==> src/rtl/crash_log_ring_capture_defines.svh <==
// ---------------------------------------------------------------------------
// crash log ring capture assertion macros
// shared property wrappers for the capture ring checks
// ---------------------------------------------------------------------------
`ifndef CRASH_LOG_RING_CAPTURE_DEFINES_SVH
`define CRASH_LOG_RING_CAPTURE_DEFINES_SVH

// same-cycle implication, checked outside reset
`define CRLOG_ASSERT_NOW(lbl, clk, rst_n, ante, cons, msg) \
    lbl: assert property (@(posedge clk) disable iff (!rst_n) (ante) |-> (cons)) \
        else $error(msg);

// next-cycle implication, checked outside reset
`define CRLOG_ASSERT_NEXT(lbl, clk, rst_n, ante, cons, msg) \
    lbl: assert property (@(posedge clk) disable iff (!rst_n) (ante) |=> (cons)) \
        else $error(msg);

`endif

==> src/rtl/crlog_pkg.sv <==
// ---------------------------------------------------------------------------
// crlog_pkg
// shared constants, types and helpers for the crash log capture ring
// ---------------------------------------------------------------------------
`default_nettype none

package crlog_pkg;

    // ring geometry
    localparam int RING_DEPTH = 512;
    localparam int POS_W      = $clog2(RING_DEPTH);
    localparam int CNT_W      = $clog2(RING_DEPTH + 1);
    localparam int SUM_W      = POS_W + 1;
    localparam int ADDR_W     = POS_W + 1;
    localparam int MEM_DEPTH  = 2 << POS_W;

    // fixed field widths
    localparam int CMD_W   = 2;
    localparam int BYTE_W  = 8;
    localparam int CAUSE_W = 3;
    localparam int KIND_W  = 2;
    localparam int LEN_W   = 10;

    // request commands
    localparam logic [CMD_W-1:0] CMD_APPEND = 2'd0;
    localparam logic [CMD_W-1:0] CMD_BOOT   = 2'd1;
    localparam logic [CMD_W-1:0] CMD_READ   = 2'd2;

    // result kinds
    localparam logic [KIND_W-1:0] KIND_BOOT = 2'd0;
    localparam logic [KIND_W-1:0] KIND_BYTE = 2'd1;
    localparam logic [KIND_W-1:0] KIND_NONE = 2'd2;

    // reset causes
    localparam logic [CAUSE_W-1:0] CAUSE_CLEAN      = 3'd0;
    localparam logic [CAUSE_W-1:0] CAUSE_FIRST_CRASH = 3'd1;
    localparam logic [CAUSE_W-1:0] CAUSE_LAST_CRASH = 3'd6;

    // characters for the printable filter
    localparam logic [BYTE_W-1:0] CHAR_TAB  = 8'h09;
    localparam logic [BYTE_W-1:0] CHAR_NL   = 8'h0A;
    localparam logic [BYTE_W-1:0] CHAR_LOW  = 8'h20;
    localparam logic [BYTE_W-1:0] CHAR_HIGH = 8'h7E;
    localparam logic [BYTE_W-1:0] CHAR_DOT  = 8'h2E;

    // memory access issued by the controller
    typedef struct packed {
        logic              we;
        logic [ADDR_W-1:0] waddr;
        logic [BYTE_W-1:0] wdata;
        logic              re;
        logic [ADDR_W-1:0] raddr;
    } t_mem_req;

    // result descriptor, the report byte joins it from the registered memory read
    typedef struct packed {
        logic               valid;
        logic [KIND_W-1:0]  kind;
        logic               last;
        logic               pend;
        logic [CAUSE_W-1:0] cause;
        logic [LEN_W-1:0]   len;
    } t_res;

    // non-printable bytes other than newline and tab become a dot
    function automatic logic [BYTE_W-1:0] sanitize(input logic [BYTE_W-1:0] b);
        logic [BYTE_W-1:0] r;
        r = b;
        if (b != CHAR_NL && b != CHAR_TAB && (b < CHAR_LOW || b > CHAR_HIGH)) begin
            r = CHAR_DOT;
        end
        return r;
    endfunction

endpackage

`default_nettype wire

==> src/rtl/crlog_ctrl.sv <==
// ---------------------------------------------------------------------------
// crlog_ctrl
// capture and report state, bank swap and memory address generation
// ---------------------------------------------------------------------------
`default_nettype none

module crlog_ctrl (
    input  wire logic                            i_clk,
    input  wire logic                            i_rst_n,
    input  wire logic                            i_req_valid,
    input  wire logic [crlog_pkg::CMD_W-1:0]     i_command,
    input  wire logic [crlog_pkg::BYTE_W-1:0]    i_log_byte,
    input  wire logic [crlog_pkg::CAUSE_W-1:0]   i_reset_cause,
    output crlog_pkg::t_mem_req                  o_mem,
    output crlog_pkg::t_res                      o_res
);

    logic                            r_bank;
    logic [crlog_pkg::POS_W-1:0]     r_wpos;
    logic                            r_wrapped;
    logic                            r_armed;
    logic                            r_pvalid;
    logic [crlog_pkg::POS_W-1:0]     r_pstart;
    logic [crlog_pkg::CNT_W-1:0]     r_pcount;
    logic [crlog_pkg::CNT_W-1:0]     r_ridx;
    logic [crlog_pkg::CAUSE_W-1:0]   r_cause;

    logic                            n_bank;
    logic [crlog_pkg::POS_W-1:0]     n_wpos;
    logic                            n_wrapped;
    logic                            n_armed;
    logic                            n_pvalid;
    logic [crlog_pkg::POS_W-1:0]     n_pstart;
    logic [crlog_pkg::CNT_W-1:0]     n_pcount;
    logic [crlog_pkg::CNT_W-1:0]     n_ridx;
    logic [crlog_pkg::CAUSE_W-1:0]   n_cause;

    logic [crlog_pkg::SUM_W-1:0]     rd_sum;
    logic [crlog_pkg::POS_W-1:0]     rd_pos;
    logic                            crash_cause;
    logic                            has_bytes;
    logic                            can_read;

    // ring position of the next report byte
    always_comb begin
        rd_sum = crlog_pkg::SUM_W'(r_pstart) + crlog_pkg::SUM_W'(r_ridx);
        if (rd_sum >= crlog_pkg::SUM_W'(crlog_pkg::RING_DEPTH)) begin
            rd_sum = rd_sum - crlog_pkg::SUM_W'(crlog_pkg::RING_DEPTH);
        end
        rd_pos = rd_sum[crlog_pkg::POS_W-1:0];
    end

    assign crash_cause = (i_reset_cause >= crlog_pkg::CAUSE_FIRST_CRASH) &&
                         (i_reset_cause <= crlog_pkg::CAUSE_LAST_CRASH);
    assign has_bytes   = (r_wpos != '0) || r_wrapped;
    assign can_read    = r_pvalid && (r_ridx < r_pcount);

    // request decode
    always_comb begin
        n_bank    = r_bank;
        n_wpos    = r_wpos;
        n_wrapped = r_wrapped;
        n_armed   = r_armed;
        n_pvalid  = r_pvalid;
        n_pstart  = r_pstart;
        n_pcount  = r_pcount;
        n_ridx    = r_ridx;
        n_cause   = r_cause;
        o_mem       = '0;
        o_mem.waddr = {r_bank, r_wpos};
        o_mem.wdata = i_log_byte;
        o_mem.raddr = {~r_bank, rd_pos};
        o_res       = '0;
        if (i_req_valid) begin
            unique case (i_command)
                crlog_pkg::CMD_APPEND: begin
                    if (r_armed) begin
                        o_mem.we = 1'b1;
                        if (r_wpos == crlog_pkg::POS_W'(crlog_pkg::RING_DEPTH - 1)) begin
                            n_wpos    = '0;
                            n_wrapped = 1'b1;
                        end else begin
                            n_wpos = r_wpos + 1'b1;
                        end
                    end
                end
                crlog_pkg::CMD_BOOT: begin
                    if (crash_cause && r_armed && has_bytes) begin
                        n_pvalid = 1'b1;
                        n_cause  = i_reset_cause;
                        if (r_wrapped) begin
                            n_pstart = r_wpos;
                            n_pcount = crlog_pkg::CNT_W'(crlog_pkg::RING_DEPTH);
                        end else begin
                            n_pstart = '0;
                            n_pcount = crlog_pkg::CNT_W'(r_wpos);
                        end
                        n_bank = ~r_bank;
                    end else begin
                        n_pvalid = 1'b0;
                        n_cause  = crlog_pkg::CAUSE_CLEAN;
                        n_pstart = '0;
                        n_pcount = '0;
                    end
                    n_ridx    = '0;
                    n_armed   = 1'b1;
                    n_wpos    = '0;
                    n_wrapped = 1'b0;
                    o_res.valid = 1'b1;
                    o_res.kind  = crlog_pkg::KIND_BOOT;
                    o_res.pend  = n_pvalid;
                    o_res.cause = n_cause;
                    o_res.len   = crlog_pkg::LEN_W'(n_pcount);
                end
                crlog_pkg::CMD_READ: begin
                    o_res.valid = 1'b1;
                    if (can_read) begin
                        o_mem.re   = 1'b1;
                        o_res.kind = crlog_pkg::KIND_BYTE;
                        o_res.last = (r_ridx + 1'b1) == r_pcount;
                        n_ridx     = r_ridx + 1'b1;
                    end else begin
                        o_res.kind = crlog_pkg::KIND_NONE;
                    end
                end
                default: begin
                    // unknown command is dropped
                end
            endcase
        end
    end

    // state registers
    always_ff @(posedge i_clk) begin
        if (!i_rst_n) begin
            r_bank    <= 1'b0;
            r_wpos    <= '0;
            r_wrapped <= 1'b0;
            r_armed   <= 1'b0;
            r_pvalid  <= 1'b0;
            r_pstart  <= '0;
            r_pcount  <= '0;
            r_ridx    <= '0;
            r_cause   <= '0;
        end else begin
            r_bank    <= n_bank;
            r_wpos    <= n_wpos;
            r_wrapped <= n_wrapped;
            r_armed   <= n_armed;
            r_pvalid  <= n_pvalid;
            r_pstart  <= n_pstart;
            r_pcount  <= n_pcount;
            r_ridx    <= n_ridx;
            r_cause   <= n_cause;
        end
    end

endmodule

`default_nettype wire

==> config.mk <==
export PLATFORM = sky130hd
export DESIGN_NAME = crlog_ctrl
export DESIGN_NICKNAME = d
export VERILOG_FILES = /design/src/rtl/crash_log_ring_capture_defines.svh /design/src/rtl/crlog_pkg.sv /design/src/rtl/crlog_ctrl.sv
export SDC_FILE = /design/constraint.sdc
export NUM_CORES = 1
export LEC_CHECK = 0
export ABC_AREA = 1
export BUFFER_PORTS_ARGS = -buffer_cell sky130_fd_sc_hd__buf_2
export CAP_MARGIN = 20
export CORE_AREA = 2 2 78 80
export DETAILED_ROUTE_END_ITERATION = 10
export DIE_AREA = 0 0 80 82
export PLACE_DENSITY_LB_ADDON = 0.1
export REMOVE_ABC_BUFFERS = 1
export SYNTH_ARGS = -nofsm -noshare
export SYNTH_HDL_FRONTEND = slang
export SYNTH_SLANG_ARGS = --single-unit
==> constraint.sdc <==
create_clock -name i_clk -period 2.2 [get_ports i_clk]
set_input_delay 0.44 -clock i_clk [delete_from_list [all_inputs] [get_ports i_clk]]
set_output_delay 0.44 -clock i_clk [all_outputs]
set_load 0.005 [all_outputs]
==> flow_summary.ini <==
[clocking]
h-tree-depth = 2
worstSkewPairLatency_ns = 0.29
cts_tree = yes
cts_root_buffer = clkbuf_8
clkTransAtPathRegs_ns = 0.08
clock_sinks = 42
holdBufCountCts = 0
tritoncts.num_buffers = 5
clockBufferDepth = 2

[power]
power.share.switching_pct = 28.1
vdd_drop_max_v = 0.000289
combPwrFrac_pct = 19.1
p_int_uw = 1250
switching_power_uw = 489
sequentialPowerShare_pct = 46.1
pwr-share-clk_pct = 34.8
power_leakage_uw = 0.00190
pwr_density_cell_mw_per_mm2 = 450

[drt]
drc = 0
wl_met1_um = 3690
drtIter0Drc = 119
ant_nets = 0
avgViaCountPerCell = 5.11
dr_total_vias = 3012
first_pass_iters = 4
top_layer = met4
wl_met2_um = 4070
routedWlPerCell_um = 14.0
routed_wl_um = 8260
wl_met3_um = 389

[sta]
rsz0062_at_grt = yes
setup-tns-final_ns = -0.367
slew_violations = 0
hold_slack_ns = 0.477
worst_pin_slew_ns = 0.410
setup_ws_ns = -0.118
final.setup_skew_ns = 0.00749
hold_viol_final = 0
slew_headroom_pct = 72.5
min_period_over_period_pct = 105
setup_viol_count_final = 5
period_needed_ns = 2.32
fmax_mhz = 431

[synth]
ys_ff_latch = 42
async_flop_share_pct = 0
synth_mux_area_share_pct = 0
synth_ff_type = dfxtp_1
synth-simple-area-share_pct = 35.7
synth_top_family_by_area = simple AND/OR/NAND/NOR gates
synthAdderAreaFrac_pct = 10.9
netlist_area_sq_mm = 0.00306
yosys.area.top_type = dfxtp_1
synth-compound-area-share_pct = 9.32
netlist.area_leader.share_pct = 27.5
synth_edf_count = 0
avgSynthCellArea_sq_um = 6.85
ys_warn_count = 0
synth_cell_type_count = 38
synth_xor_area_share_pct = 3.60
syn_inst = 447
ys_seq_area_share_pct = 27.5
ys_top_cells_by_area = dfxtp_1 27%, nand2_1 13%, ha_1 10%

[cells_and_area]
area_delta_synth_final_pct = 26.5
n_fill_cell = 509
drive_above_1_share_pct = 36.5
antenna_cells = 0
final_common_cell = nand2_1
seq_area_sq_um = 866
fin_nets = 556
final_util_pct = 67.4
multi_input_area_sq_mm = 0.00206
mostFrequentLayoutCells = 102 x nand2_1, 57 x inv_1, 47 x buf_2

[critical_path]
cp-startpoint = r_ridx[0]
setup.worst_path.start_class = register
worstPathArrival_ns = 1.88
regToRegEndpoint = r_wpos[6]
reg2reg_depth = 11
path_max_fanout = 3
end_kind = output pin
cp.required_ns = 1.76
worstReg2RegStart = r_wpos[0]
crit_type = register to output pin
rrSetupSlack_ns = 0.25

[job]
cap_violations = 0

[floorplanning]
fp.dieArea_sq_mm = 0.00656
die_h_um = 82
core_sq_mm = 0.00575
placementRows = 28
io_pins = 64
start_util_pct = 53.3
die_w_um = 80

[place]
dpl.hpwl_um = 5920
portBuffers = 47
dp_worst_setup_slack_ns = 0.0332
gp_routability_congestion = 0.899

[worst_hold_path]
hold_class = register to register
hold_end = r_pcount[1]
min_from = r_pcount[1]
hold_depth = 2

[global_route]
grt.overflow.total = 0
grt_pass1_wl_um = 12900
antenna_found_initial = 0
grt_use_total_pct = 25.1
grt_pass1_vias = 2853
grt_max_degree = 24

[run_status]
violations = setup timing
status = finished with violations
-- cell usage after synthesis (all sizes together), types with 2 or more instances --
cell type  count
clkinv         2
ha            25
a21oi         41
nor3           7
xnor2          3
nand4          8
o211ai         2
inv           69
clkbuf         5
buf           12
nand2        120
nand3         30
o21ai          7
nor2          59
xor2           7
dfxtp         42
-- worst max-delay path by stage --
stage	to	slack, ns
floorplan	o_mem[6]	0.22
global placement	o_res[14]	0.07
detailed placement	o_res[14]	0.03
CTS	o_res[14]	-0.12
global route	o_res[14]	-0.26
finish	o_mem[6]	-0.12
-- power by group through the flow --
stage               clock, uW  combinational (uW)  sequential, uW
finish                    606                 332             801
detailed placement          0                 278             814
CTS                       619                 294             798
global route              648                 371             803
floorplan                   0                 183             814
global placement            0                 275             813
-- cells by family (layout without fill, tap and decap cells) --
| kind of cell | Yosys count | after routing |
|---|---|---|
| AO/OA/AOI/OAI | 54 | 54 |
| XOR/XNOR | 11 | 11 |
| adder cells (fa/ha/maj) | 26 | 26 |
| buffers and inverters | 88 | 156 |
| flip-flops | 42 | 42 |
| AND/OR/NAND/NOR | 226 | 226 |
-- area by class of cell --
class	instances	area share, %
clock buffer	7	1.97
inverter	71	7.08
timing repair buffer	77	12.1
clock inverter	1	0.776
multi-input combinational	317	53.3
tap	75	2.42
sequential	42	22.4
-- registers in the layout, indices dropped and copies added, names as in the netlist --
register and cells:
r_armed 1, r_bank 1, r_pcount 10, r_pstart 9, r_pvalid 1, r_ridx 10
r_wpos 9, r_wrapped 1
-- repair_timing --
action / in CTS / in global routing
setup endpoints to repair: 9 / 19
pin swaps: 20 / 10
hold endpoints to repair: 0 / 0
setup buffers: 5 / 2
gates resized for setup: 28 / 46
-- per-layer routing --
layer	track usage (%)	vias up
li1	-	1539
met2	41.5	88
met5	0	-
met1	32.8	1375
met3	4.62	10
met4	8.47	0
-- metrics by stage --
stage	instance area [sq um]	std cells	total power, uW
floorplan	2930	430	996
CTS	3680	588	1710
global route	3870	590	1820
finish	3870	590	1740
detailed placement	3430	575	1090
global placement	3430	575	1090
-- critical path: stages (launching register included) --
cell	delay [ns]
dfxtp_2	0.34
ha_4	0.16
fa_2	0.37
nand3_2	0.10
nand3_4	0.08
a21oi_2	0.13
nor2_1	0.05
nor2_1	0.11
xnor2_1	0.12
buf_2	0.12
Note: power is estimated with default switching activity, not from simulation.
